===== config.mk =====
export PLATFORM = sky130hd
export DESIGN_NAME = signed_decimal_ascii_formatter
export DESIGN_NICKNAME = d
export VERILOG_FILES = /design/src/rtl/sdaf_pkg.sv /design/src/rtl/signed_decimal_ascii_formatter.sv
export SDC_FILE = /design/constraint.sdc
export NUM_CORES = 1
export LEC_CHECK = 0
export ABC_AREA = 1
export CAP_MARGIN = 30
export CORE_MARGIN = 2
export CORE_UTILIZATION = 25
export DETAILED_ROUTE_END_ITERATION = 10
export DONT_BUFFER_PORTS = 1
export PLACE_DENSITY_LB_ADDON = 0.25
export SYNTH_ARGS = -nofsm -noshare
export SYNTH_HDL_FRONTEND = slang
export SYNTH_SLANG_ARGS = --single-unit

===== constraint.sdc =====
create_clock -name clock -period 5.25 [get_ports clock]
set_clock_uncertainty 0.15 [all_clocks]
set_input_delay 0 -clock clock [delete_from_list [all_inputs] [get_ports clock]]
set_output_delay 0 -clock clock [all_outputs]
set_load 0.01 [all_outputs]

===== src/rtl/sdaf_pkg.sv =====
// Shared types, character codes and conversion helpers for the signed decimal formatter.
// Used by rtl/signed_decimal_ascii_formatter.sv; depends on nothing else.
`timescale 1ns / 1ps
`default_nettype none

package sdaf_pkg;

   localparam int BIN_W       = 32;
   localparam int NUM_DIGITS  = 10;
   localparam int BCD_W       = 4 * NUM_DIGITS;
   localparam int DIGIT_IDX_W = $clog2(NUM_DIGITS);
   localparam int DAB_STEPS   = 8;
   localparam int DAB_STAGES  = BIN_W / DAB_STEPS;
   localparam int NUM_STAGES  = 1 + DAB_STAGES;
   localparam int CHAR_W      = 7;

   localparam logic [CHAR_W-1:0] CH_ZERO  = 7'h30;
   localparam logic [CHAR_W-1:0] CH_NINE  = 7'h39;
   localparam logic [CHAR_W-1:0] CH_MINUS = 7'h2D;
   localparam logic [CHAR_W-1:0] CH_CR    = 7'h0D;
   localparam logic [CHAR_W-1:0] CH_LF    = 7'h0A;

   typedef enum logic [2:0] {
      ST_IDLE,
      ST_SIGN,
      ST_DIGIT,
      ST_CR,
      ST_LF
   } state_type;

   typedef struct packed {
      logic             neg;
      logic             nl;
      logic [BCD_W-1:0] bcd;
      logic [BIN_W-1:0] bin;
   } stage_type;

   // Several shift-and-add-three steps of the binary to BCD conversion.
   function automatic stage_type dabble_steps(input stage_type s);
      stage_type  r;
      logic [3:0] d;
      r = s;
      for (int i = 0; i < DAB_STEPS; i++) begin
         for (int j = 0; j < NUM_DIGITS; j++) begin
            d = r.bcd[j*4 +: 4];
            if (d >= 4'd5) begin
               r.bcd[j*4 +: 4] = d + 4'd3;
            end
         end
         {r.bcd, r.bin} = {r.bcd[BCD_W-2:0], r.bin, 1'b0};
      end
      return r;
   endfunction

   // Index of the most significant nonzero digit, or zero when all digits are zero.
   function automatic logic [DIGIT_IDX_W-1:0] top_digit(input logic [BCD_W-1:0] bcd);
      logic [DIGIT_IDX_W-1:0] idx;
      idx = '0;
      for (int j = 0; j < NUM_DIGITS; j++) begin
         if (bcd[j*4 +: 4] != 4'd0) begin
            idx = DIGIT_IDX_W'(j);
         end
      end
      return idx;
   endfunction

endpackage

`default_nettype wire


===== src/rtl/signed_decimal_ascii_formatter.sv =====
// Top level of the signed decimal formatter: conversion pipeline and character serializer.
// Depends on rtl/sdaf_pkg.sv for types, character codes and conversion functions.
`timescale 1ns / 1ps
`default_nettype none

// Channel   Direction  Ports             Contents
// req       in         req_t*            32-bit signed value, newline flag
// rsp       out        rsp_t*            one ASCII character, last of run
//
// A value passes one input register and four conversion stages, then waits in the last
// stage while the serializer is busy. The serializer loads it in IDLE and then emits one
// character per cycle while rsp is not stalled: 1 to 13 characters per value, 13 at most
// for a negative ten-digit value with newline. Reset clears all valid bits and the
// serializer state.
// A stall on rsp holds the output register; the pipeline fills and then drops req_tready.

module signed_decimal_ascii_formatter (
   input  wire logic        clock,
   input  wire logic        reset,
   input  wire logic        req_tvalid,
   output      logic        req_tready,
   input  wire logic [31:0] req_tdata,   // [31:0] value
   input  wire logic        req_tuser,   // [0] add_newline
   output      logic        rsp_tvalid,
   input  wire logic        rsp_tready,
   output      logic [7:0]  rsp_tdata,   // [6:0] character, [7] zero fill
   output      logic        rsp_tlast
);

   localparam int LAST = sdaf_pkg::NUM_STAGES - 1;

   sdaf_pkg::stage_type pipe_ff [sdaf_pkg::NUM_STAGES];
   sdaf_pkg::stage_type pipe_in [sdaf_pkg::NUM_STAGES];
   logic                valid_ff [sdaf_pkg::NUM_STAGES];
   logic                stage_ready [sdaf_pkg::NUM_STAGES];

   sdaf_pkg::state_type                st_ff, st_in;
   logic [sdaf_pkg::DIGIT_IDX_W-1:0]   idx_ff, idx_in;
   logic [sdaf_pkg::BCD_W-1:0]         bcd_ff, bcd_in;
   logic                               nl_ff, nl_in;
   logic                               load;
   logic                               emit;
   logic [3:0]                         cur_digit;

   logic                               rsp_valid_ff, rsp_valid_in;
   logic [sdaf_pkg::CHAR_W-1:0]        rsp_char_ff, rsp_char_in;
   logic                               rsp_last_ff, rsp_last_in;
   logic [sdaf_pkg::CHAR_W-1:0]        char_out;
   logic                               last_out;

   assign load = (st_ff == sdaf_pkg::ST_IDLE) && valid_ff[LAST];

   always_comb begin
      stage_ready[LAST] = !valid_ff[LAST] || load;
      for (int k = LAST - 1; k >= 0; k--) begin
         stage_ready[k] = !valid_ff[k] || stage_ready[k+1];
      end
   end

   assign req_tready = stage_ready[0];

   always_comb begin
      pipe_in[0].neg = req_tdata[31];
      pipe_in[0].nl  = req_tuser;
      pipe_in[0].bcd = '0;
      pipe_in[0].bin = req_tdata[31] ? (32'd0 - req_tdata) : req_tdata;
      for (int k = 1; k < sdaf_pkg::NUM_STAGES; k++) begin
         pipe_in[k] = sdaf_pkg::dabble_steps(pipe_ff[k-1]);
      end
   end

   always_ff @(posedge clock) begin
      if (reset) begin
         for (int k = 0; k < sdaf_pkg::NUM_STAGES; k++) begin
            valid_ff[k] <= 1'b0;
         end
      end else begin
         if (stage_ready[0]) begin
            valid_ff[0] <= req_tvalid;
         end
         for (int k = 1; k < sdaf_pkg::NUM_STAGES; k++) begin
            if (stage_ready[k]) begin
               valid_ff[k] <= valid_ff[k-1];
            end
         end
      end
   end

   always_ff @(posedge clock) begin
      for (int k = 0; k < sdaf_pkg::NUM_STAGES; k++) begin
         if (stage_ready[k]) begin
            pipe_ff[k] <= pipe_in[k];
         end
      end
   end

   assign emit      = (st_ff != sdaf_pkg::ST_IDLE) && (!rsp_valid_ff || rsp_tready);
   assign cur_digit = bcd_ff[{idx_ff, 2'b00} +: 4];

   // Next state of the serializer.
   always_comb begin
      st_in  = st_ff;
      idx_in = idx_ff;
      bcd_in = bcd_ff;
      nl_in  = nl_ff;
      unique case (st_ff)
         sdaf_pkg::ST_IDLE: begin
            if (load) begin
               st_in  = pipe_ff[LAST].neg ? sdaf_pkg::ST_SIGN : sdaf_pkg::ST_DIGIT;
               idx_in = sdaf_pkg::top_digit(pipe_ff[LAST].bcd);
               bcd_in = pipe_ff[LAST].bcd;
               nl_in  = pipe_ff[LAST].nl;
            end
         end
         sdaf_pkg::ST_SIGN: begin
            if (emit) begin
               st_in = sdaf_pkg::ST_DIGIT;
            end
         end
         sdaf_pkg::ST_DIGIT: begin
            if (emit) begin
               if (idx_ff == '0) begin
                  st_in = nl_ff ? sdaf_pkg::ST_CR : sdaf_pkg::ST_IDLE;
               end else begin
                  idx_in = idx_ff - 1'b1;
               end
            end
         end
         sdaf_pkg::ST_CR: begin
            if (emit) begin
               st_in = sdaf_pkg::ST_LF;
            end
         end
         sdaf_pkg::ST_LF: begin
            if (emit) begin
               st_in = sdaf_pkg::ST_IDLE;
            end
         end
         default: begin
            st_in = sdaf_pkg::ST_IDLE;
         end
      endcase
   end

   // Character and last flag for the current serializer state.
   always_comb begin
      char_out = sdaf_pkg::CH_ZERO;
      last_out = 1'b0;
      unique case (st_ff)
         sdaf_pkg::ST_IDLE: begin
            char_out = sdaf_pkg::CH_ZERO;
         end
         sdaf_pkg::ST_SIGN: begin
            char_out = sdaf_pkg::CH_MINUS;
         end
         sdaf_pkg::ST_DIGIT: begin
            char_out = sdaf_pkg::CH_ZERO + {3'b000, cur_digit};
            last_out = (idx_ff == '0) && !nl_ff;
         end
         sdaf_pkg::ST_CR: begin
            char_out = sdaf_pkg::CH_CR;
         end
         sdaf_pkg::ST_LF: begin
            char_out = sdaf_pkg::CH_LF;
            last_out = 1'b1;
         end
         default: begin
            char_out = sdaf_pkg::CH_ZERO;
         end
      endcase
   end

   always_comb begin
      rsp_valid_in = rsp_valid_ff && !rsp_tready;
      rsp_char_in  = rsp_char_ff;
      rsp_last_in  = rsp_last_ff;
      if (emit) begin
         rsp_valid_in = 1'b1;
         rsp_char_in  = char_out;
         rsp_last_in  = last_out;
      end
   end

   always_ff @(posedge clock) begin
      if (reset) begin
         st_ff        <= sdaf_pkg::ST_IDLE;
         rsp_valid_ff <= 1'b0;
      end else begin
         st_ff        <= st_in;
         rsp_valid_ff <= rsp_valid_in;
      end
   end

   always_ff @(posedge clock) begin
      idx_ff      <= idx_in;
      bcd_ff      <= bcd_in;
      nl_ff       <= nl_in;
      rsp_char_ff <= rsp_char_in;
      rsp_last_ff <= rsp_last_in;
   end

   assign rsp_tvalid = rsp_valid_ff;
   assign rsp_tdata  = {1'b0, rsp_char_ff};
   assign rsp_tlast  = rsp_last_ff;

   // A digit leaving the serializer is always a decimal digit character.
   assert property (@(posedge clock) disable iff (reset)
      emit && (st_ff == sdaf_pkg::ST_DIGIT) |=>
         (rsp_tdata[6:0] >= sdaf_pkg::CH_ZERO) && (rsp_tdata[6:0] <= sdaf_pkg::CH_NINE))
      else $error("serializer emitted a non-digit character from a BCD digit");

   // The line feed ends the run and frees the serializer.
   assert property (@(posedge clock) disable iff (reset)
      emit && (st_ff == sdaf_pkg::ST_LF) |=> (st_ff == sdaf_pkg::ST_IDLE) && rsp_tlast)
      else $error("line feed did not close the run");

   // A converted value waiting for the serializer is held unchanged.
   assert property (@(posedge clock) disable iff (reset)
      valid_ff[LAST] && !load |=> valid_ff[LAST] && $stable(pipe_ff[LAST]))
      else $error("stalled pipeline output was lost or changed");

   // The serializer only leaves idle by taking a converted value.
   assert property (@(posedge clock) disable iff (reset)
      (st_ff == sdaf_pkg::ST_IDLE) && !valid_ff[LAST] |=> (st_ff == sdaf_pkg::ST_IDLE))
      else $error("serializer started without a converted value");

endmodule

`default_nettype wire


### Word-level counts from Yosys, hierarchy flattened

Memory sizes are Yosys's and may differ from the RTL's.
Index checks and enable logic that the tools add are counted.
W data, S select, Z words.

| storage, ports and cells | value |
|---|---|
| register bits after elaboration | 57 |
| latch bits | 0 |
| memory bits (writable) | 375 |
| memory bits (read-only) | 0 |
| input bits | 37 |
| memories | 2 |

Memory list:

| name | words | width | rd ports | clocked after Yosys merged registers in | wr ports | line | RTL |
|---|---|---|---|---|---|---|---|
| pipe_ff | 5 | 74 | 5 | 0 | 5 | signed_decimal_ascii_formatter.sv:32 | `sdaf_pkg::stage_type pipe_ff [sdaf_pkg::NUM_STAGES];` |
| valid_ff | 5 | 1 | 5 | 0 | 5 | signed_decimal_ascii_formatter.sv:34 | `logic valid_ff [sdaf_pkg::NUM_STAGES];` |

| cells by class | value |
|---|---|
| $add $sub $neg | 323 |
| multipliers | 0 |
| div/mod/pow operators | 0 |
| $lt $le $gt $ge | 320 |
| eq/ne operators | 11 |
| shift-type cells | 1 |
| muxes and demuxes | 373 |
| bitwise gates (word level) | 5 |
| reduce and logical (&&, ||, !) cells | 34 |

Operators by type and width:

| operator | count |
|---|---|
| $ge A4 B3 Y1 const B | 320 |
| $mux W4 | 299 |
| $add A4 B2 Y4 const B | 288 |
| $mux W3 | 38 |
| $add A3 B2 Y3 const B | 32 |
| $shiftx A40 B7 Y4 | 1 |
| $reduce_bool A4 Y1 | 9 |
| $mux W32 | 1 |
| $sub A1 B32 Y32 const A | 1 |
| $mux W1 | 29 |
| $pmux W7 S4 | 1 |
| $pmux W3 S5 | 1 |
| $ne A2 B2 Y1 const B | 7 |
| $logic_not A1 Y1 | 8 |
| $pmux W4 S2 | 1 |
| $add A6 B4 Y7 const A | 1 |
| $eq A3 B2 Y1 const B | 2 |
| $logic_or A1 B1 Y1 | 6 |
| $reduce_and A6 Y1 | 1 |
| $or A1 B1 Y1 | 5 |
| $logic_and A1 B1 Y1 | 4 |
| $logic_not A4 Y1 | 1 |
| $mux W2 | 2 |
| $reduce_and A4 Y1 | 1 |
| other kinds (8) | 8 |

### Depth between registers and ports, before layout

An unclocked memory read counts as a cell.

| depth | value |
|---|---|
| depth after elaboration | 17 |
| mapped depth | 47 |
| mapped depth without buffers | 47 |

### Least setup slack after synthesis

OpenSTA, ideal clock, no wires.

| timing path | value |
|---|---|
| kind | register to register |
| start | memory pipe_ff[0][282] in the netlist's numbering |
| end | memory pipe_ff[0][365] in the netlist's numbering, data pin |
| arrival | 5.369 ns |
| data required time | 4.831 ns |
| path slack | -0.538 ns |
| stages on the path, launching flop included | 40 |
| buffers on the path | 0 |
| period minus slack after synthesis | 5.788 ns |
| cells stage by stage | edfxtp_1 inv_1 ha_1 inv_1 ha_1 a21oi_4 xor2_2 ha_1 nand3_1 nand3_2 nand2_1 nand3_1 nand2_2 nand2_1 nand2_1 inv_1 nand2_1 ha_1 [... 4 more ...] ha_1 nand2_1 nand4_1 o21ai_1 nand2_2 nand2_1 nand2_1 ha_1 inv_1 ha_1 inv_1 nand2_1 xor2_1 ha_1 inv_1 or2_2 a21oi_1 xor2_1 |

RTL lines:

| element | line |
|---|---|
| from (decl) | signed_decimal_ascii_formatter.sv:32 |

==> PnR_summary.wiki <==
{| class="wikitable"
! Metric !! Value
|-
| Dpl cell area || a little under 0.03 mm^2
|-
| Number of enable-type register cells in the synthesized netlist || 249
|-
| Weighted congestion at the end of routability-driven global placement || just under 0.8
|-
| Library cells used by synthesis || 57
|-
| Via count of the first global-routing pass || between 20000 and 25000
|-
| WP data required || ~5.4 ns
|-
| Result of the run || finished with violations
|-
| I/O pin count || 48
|-
| CTS tree || built
|-
| Arrival time worst endpoint || between 5 and 6 ns
|-
| Highest achievable clock rate || 0.189 GHz
|-
| Post-detailed-placement half-perimeter wirelength || between 40000 and 50000 um
|-
| Initial antenna violation count || 4
|-
| Clock sink count || 253
|-
| Final-report hold violation count || 0
|-
| Most frequent cell on the critical path || nand2_2
|-
| Prevailing post-synth register cell || edfxtp_1
|-
| Height of the chip || 318 um
|-
| Worst max-slew margin expressed relative to the limit || between 40% and 50%
|-
| DR vias || between 20000 and 25000
|-
| Level count of the clock H-tree || 2
|-
| Number of buffers created by CTS || 34
|-
| CP max FO || 5
|-
| Wire length of the first global-routing pass || ~93000 um
|-
| Number of cell rows || 115
|-
| Class of the most critical setup path || flip-flop to flip-flop
|-
| Core outline area || about 0.098 mm^2
|-
| Clock transition at the registers of the reported paths || ~0.060 ns
|-
| Post-synthesis average cell area || roughly 7.2 um^2
|-
| Period minus WS final || 5.30 ns
|-
| Number of detailed-routing iterations run before antenna repair || 7
|-
| Worst hold path class || input port to flip-flop
|-
| Share of flip-flops with an asynchronous set or reset after synthesis || 0%
|-
| Post-layout net count || roughly 4300
|-
| Number of synthesized register bits || 253
|-
| Cell with the biggest individual delay on the critical path || edfxtp_1
|-
| Combined area of all synthesized cells || around 0.025 mm^2
|-
| Aggregate global routing overflow || 0
|-
| Tightest Pin Transition || around 0.84 ns
|-
| Fin worst setup slack || -0.0462 ns
|-
| Final cell utilization of the core || between 30 and 40%
|-
| Count of final max-slew check failures || 0
|-
| Worst-case clock buffer depth || 3
|-
| YS warnings || 0
|-
| Proportion of layout cells with a drive suffix above 1 || a little over two fifths
|-
| Number of instances in the synthesized netlist || between 3000 and 4000
|-
| Number of buffer cells added on primary ports || 0
|-
| Starting density of the core || 25.2%
|-
| Share of the yosys chip area belonging to registers || 30.6%
|-
| Clk Latency, worst-skew pair || about 0.56 ns
|-
| Violated checks || negative setup slack
|-
| Setup crit start kind || flip-flop
|-
| Cell depth of the worst hold path || 3
|-
| DR DRC count || 0
|-
| Largest net degree at the start of global routing || 44
|-
| Setup repair after global routing missed its margin || yes
|-
| Largest stage delay on the critical path || roughly 0.40 ns
|-
| Die X-Extent || about 320 um
|-
| MaxCap Viol Count || 0
|-
| R2R cell count || 41
|-
| Area growth, synth to finish || 47.5%
|-
| CP Capture Type || flip-flop
|-
| Final clock period utilization by the worst path || 101%
|-
| Cell at the root of the clock tree || clkbuf_16
|-
| Detail-routed via count per cell || about 4.4
|-
| Global-route usage over all layers || approximately a tenth
|-
| Area of the die || ~0.10 mm^2
|-
| Antenna Nets Post-Route || 0
|-
| Number of setup violations in the final report || 2
|-
| Antenna cells || 0
|-
| Starting DRT DRC Count || roughly 900
|-
| Final cell area excluding filler cells || about 0.036 mm^2
|-
| Post-detailed-route wirelength per cell || ~11 um
|-
| DRT Wirelength || 58400 um
|}
## sequential cells by signal (all words and copies together) (netlist names)
| register | cells |
|---|---|
| rsp_char_ff | 6 |
| valid_ff | 5 |
| nl_ff | 1 |
| rsp_tlast | 1 |
| pipe_ff | 192 |
| rsp_tvalid | 1 |
| bcd_ff | 40 |
| st_ff | 3 |
| idx_ff | 4 |
## worst max-delay path, delay by kind of cell, from the launching register on
family | cells | cell delay, ns
AND/OR/NAND/NOR | 20 | 1.96
buffers and inverters | 8 | 0.58
adder cells (fa/ha/maj) | 6 | 0.93
flip-flops | 1 | 0.40
AO/OA/AOI/OAI | 4 | 0.56
XOR/XNOR | 3 | 0.49
## what timing repair did
action / CTS / global route
resized for setup: 97 / 939
hold endpoints to repair: 59 / 0
pin swaps: 60 / 461
hold buffers: 64 / 0
setup endpoints to repair: 59 / 84
buffers inserted: 47 / 135
## final timing paths
path / start / to / slack [ns]
worst min-delay path: req_tvalid / valid_ff[0][0] / 0.1
worst min register to register: pipe_ff[0][96] / pipe_ff[0][178] / 0.27
worst max-delay path: pipe_ff[0][283] / pipe_ff[0][365] / -0.05
worst max register to register: pipe_ff[0][283] / pipe_ff[0][365] / -0.05
## cell usage in the layout (no fill, tap or decap), types with 34 or more instances in the layout
cell / count
nand4_1: 138
inv_1: 450
inv_2: 127
ha_2: 34
edfxtp_1: 249
dlygate4sd3_1: 64
buf_4: 494
xor2_1: 67
clkbuf_16: 35
nor2_1: 93
ha_4: 53
nand2_2: 371
nand3_1: 223
nand2_1: 784
nand2_4: 162
ha_1: 52
nand3_2: 116
o21ai_0: 66
buf_6: 44
nand3_4: 97
o21ai_2: 39
## Yosys cell counts, types with 16 or more instances
master       n  area [um^2]
a21o_1      22          165
a21oi_1     42          210
and2_1      21          131
edfxtp_1   249         7480
ha_1       139         1740
inv_1      558         2090
inv_2       27          101
nand2_1   1090         4090
nand2_2    207         1290
nand2_4     24          270
nand3_1    324         1620
nand3_2    107         1070
nand3b_1    16          120
nand4_1    138          863
nor2_1      98          368
o21ai_0     81          405
o21ai_1     32          160
o21ai_2     49          429
xor2_1      76          666
## metal layers
layer	track usage, %	routed length [um]
met4	1.92	838
met5	0	13
met2	19.0	29700
met1	13.3	26400
met3	1.65	1480
## cell families (layout without fill, tap and decap cells)
kind of cell | after synthesis | after routing | share of synthesized area, %
flops | 253 | 253 | 30.6
fa+ha+maj | 139 | 139 | 7.04
other cells | 1 | 2 | 0.0152
mux | 3 | 3 | 0.122
xor+xnor | 110 | 110 | 4.55
compound gates | 283 | 283 | 7.44
buf+inv | 595 | 1250 | 9.07
simple gates | 2069 | 2069 | 41.2
## cell type report
type | count | area (um^2)
clock inverter | 21 | 287
multi-input combinational | 2606 | 19000
sequential | 253 | 7560
inverter | 586 | 2220
fill | 10100 | 61700
timing repair buffer | 604 | 4880
clock buffer | 39 | 891
tap | 1287 | 1610
## stage by stage
stage / setup WS [ns] / hold WS [ns] / instances / TNS, ns
global route: -0.450 / 0.119 / 5396 / -9.14
global placement: -0.109 / -0.0769 / 5092 / -1.33
floorplan: -0.0891 / -0.0809 / 3454 / -0.167
detailed placement: -0.241 / -0.0746 / 5093 / -3.60
finish: -0.0462 / 0.0961 / 5396 / -0.0741
CTS: -0.0443 / 0.0872 / 5264 / -0.0690
Power is not shown: default switching activity piles up to over one toggle a cycle in this logic, so the estimate is an artifact.
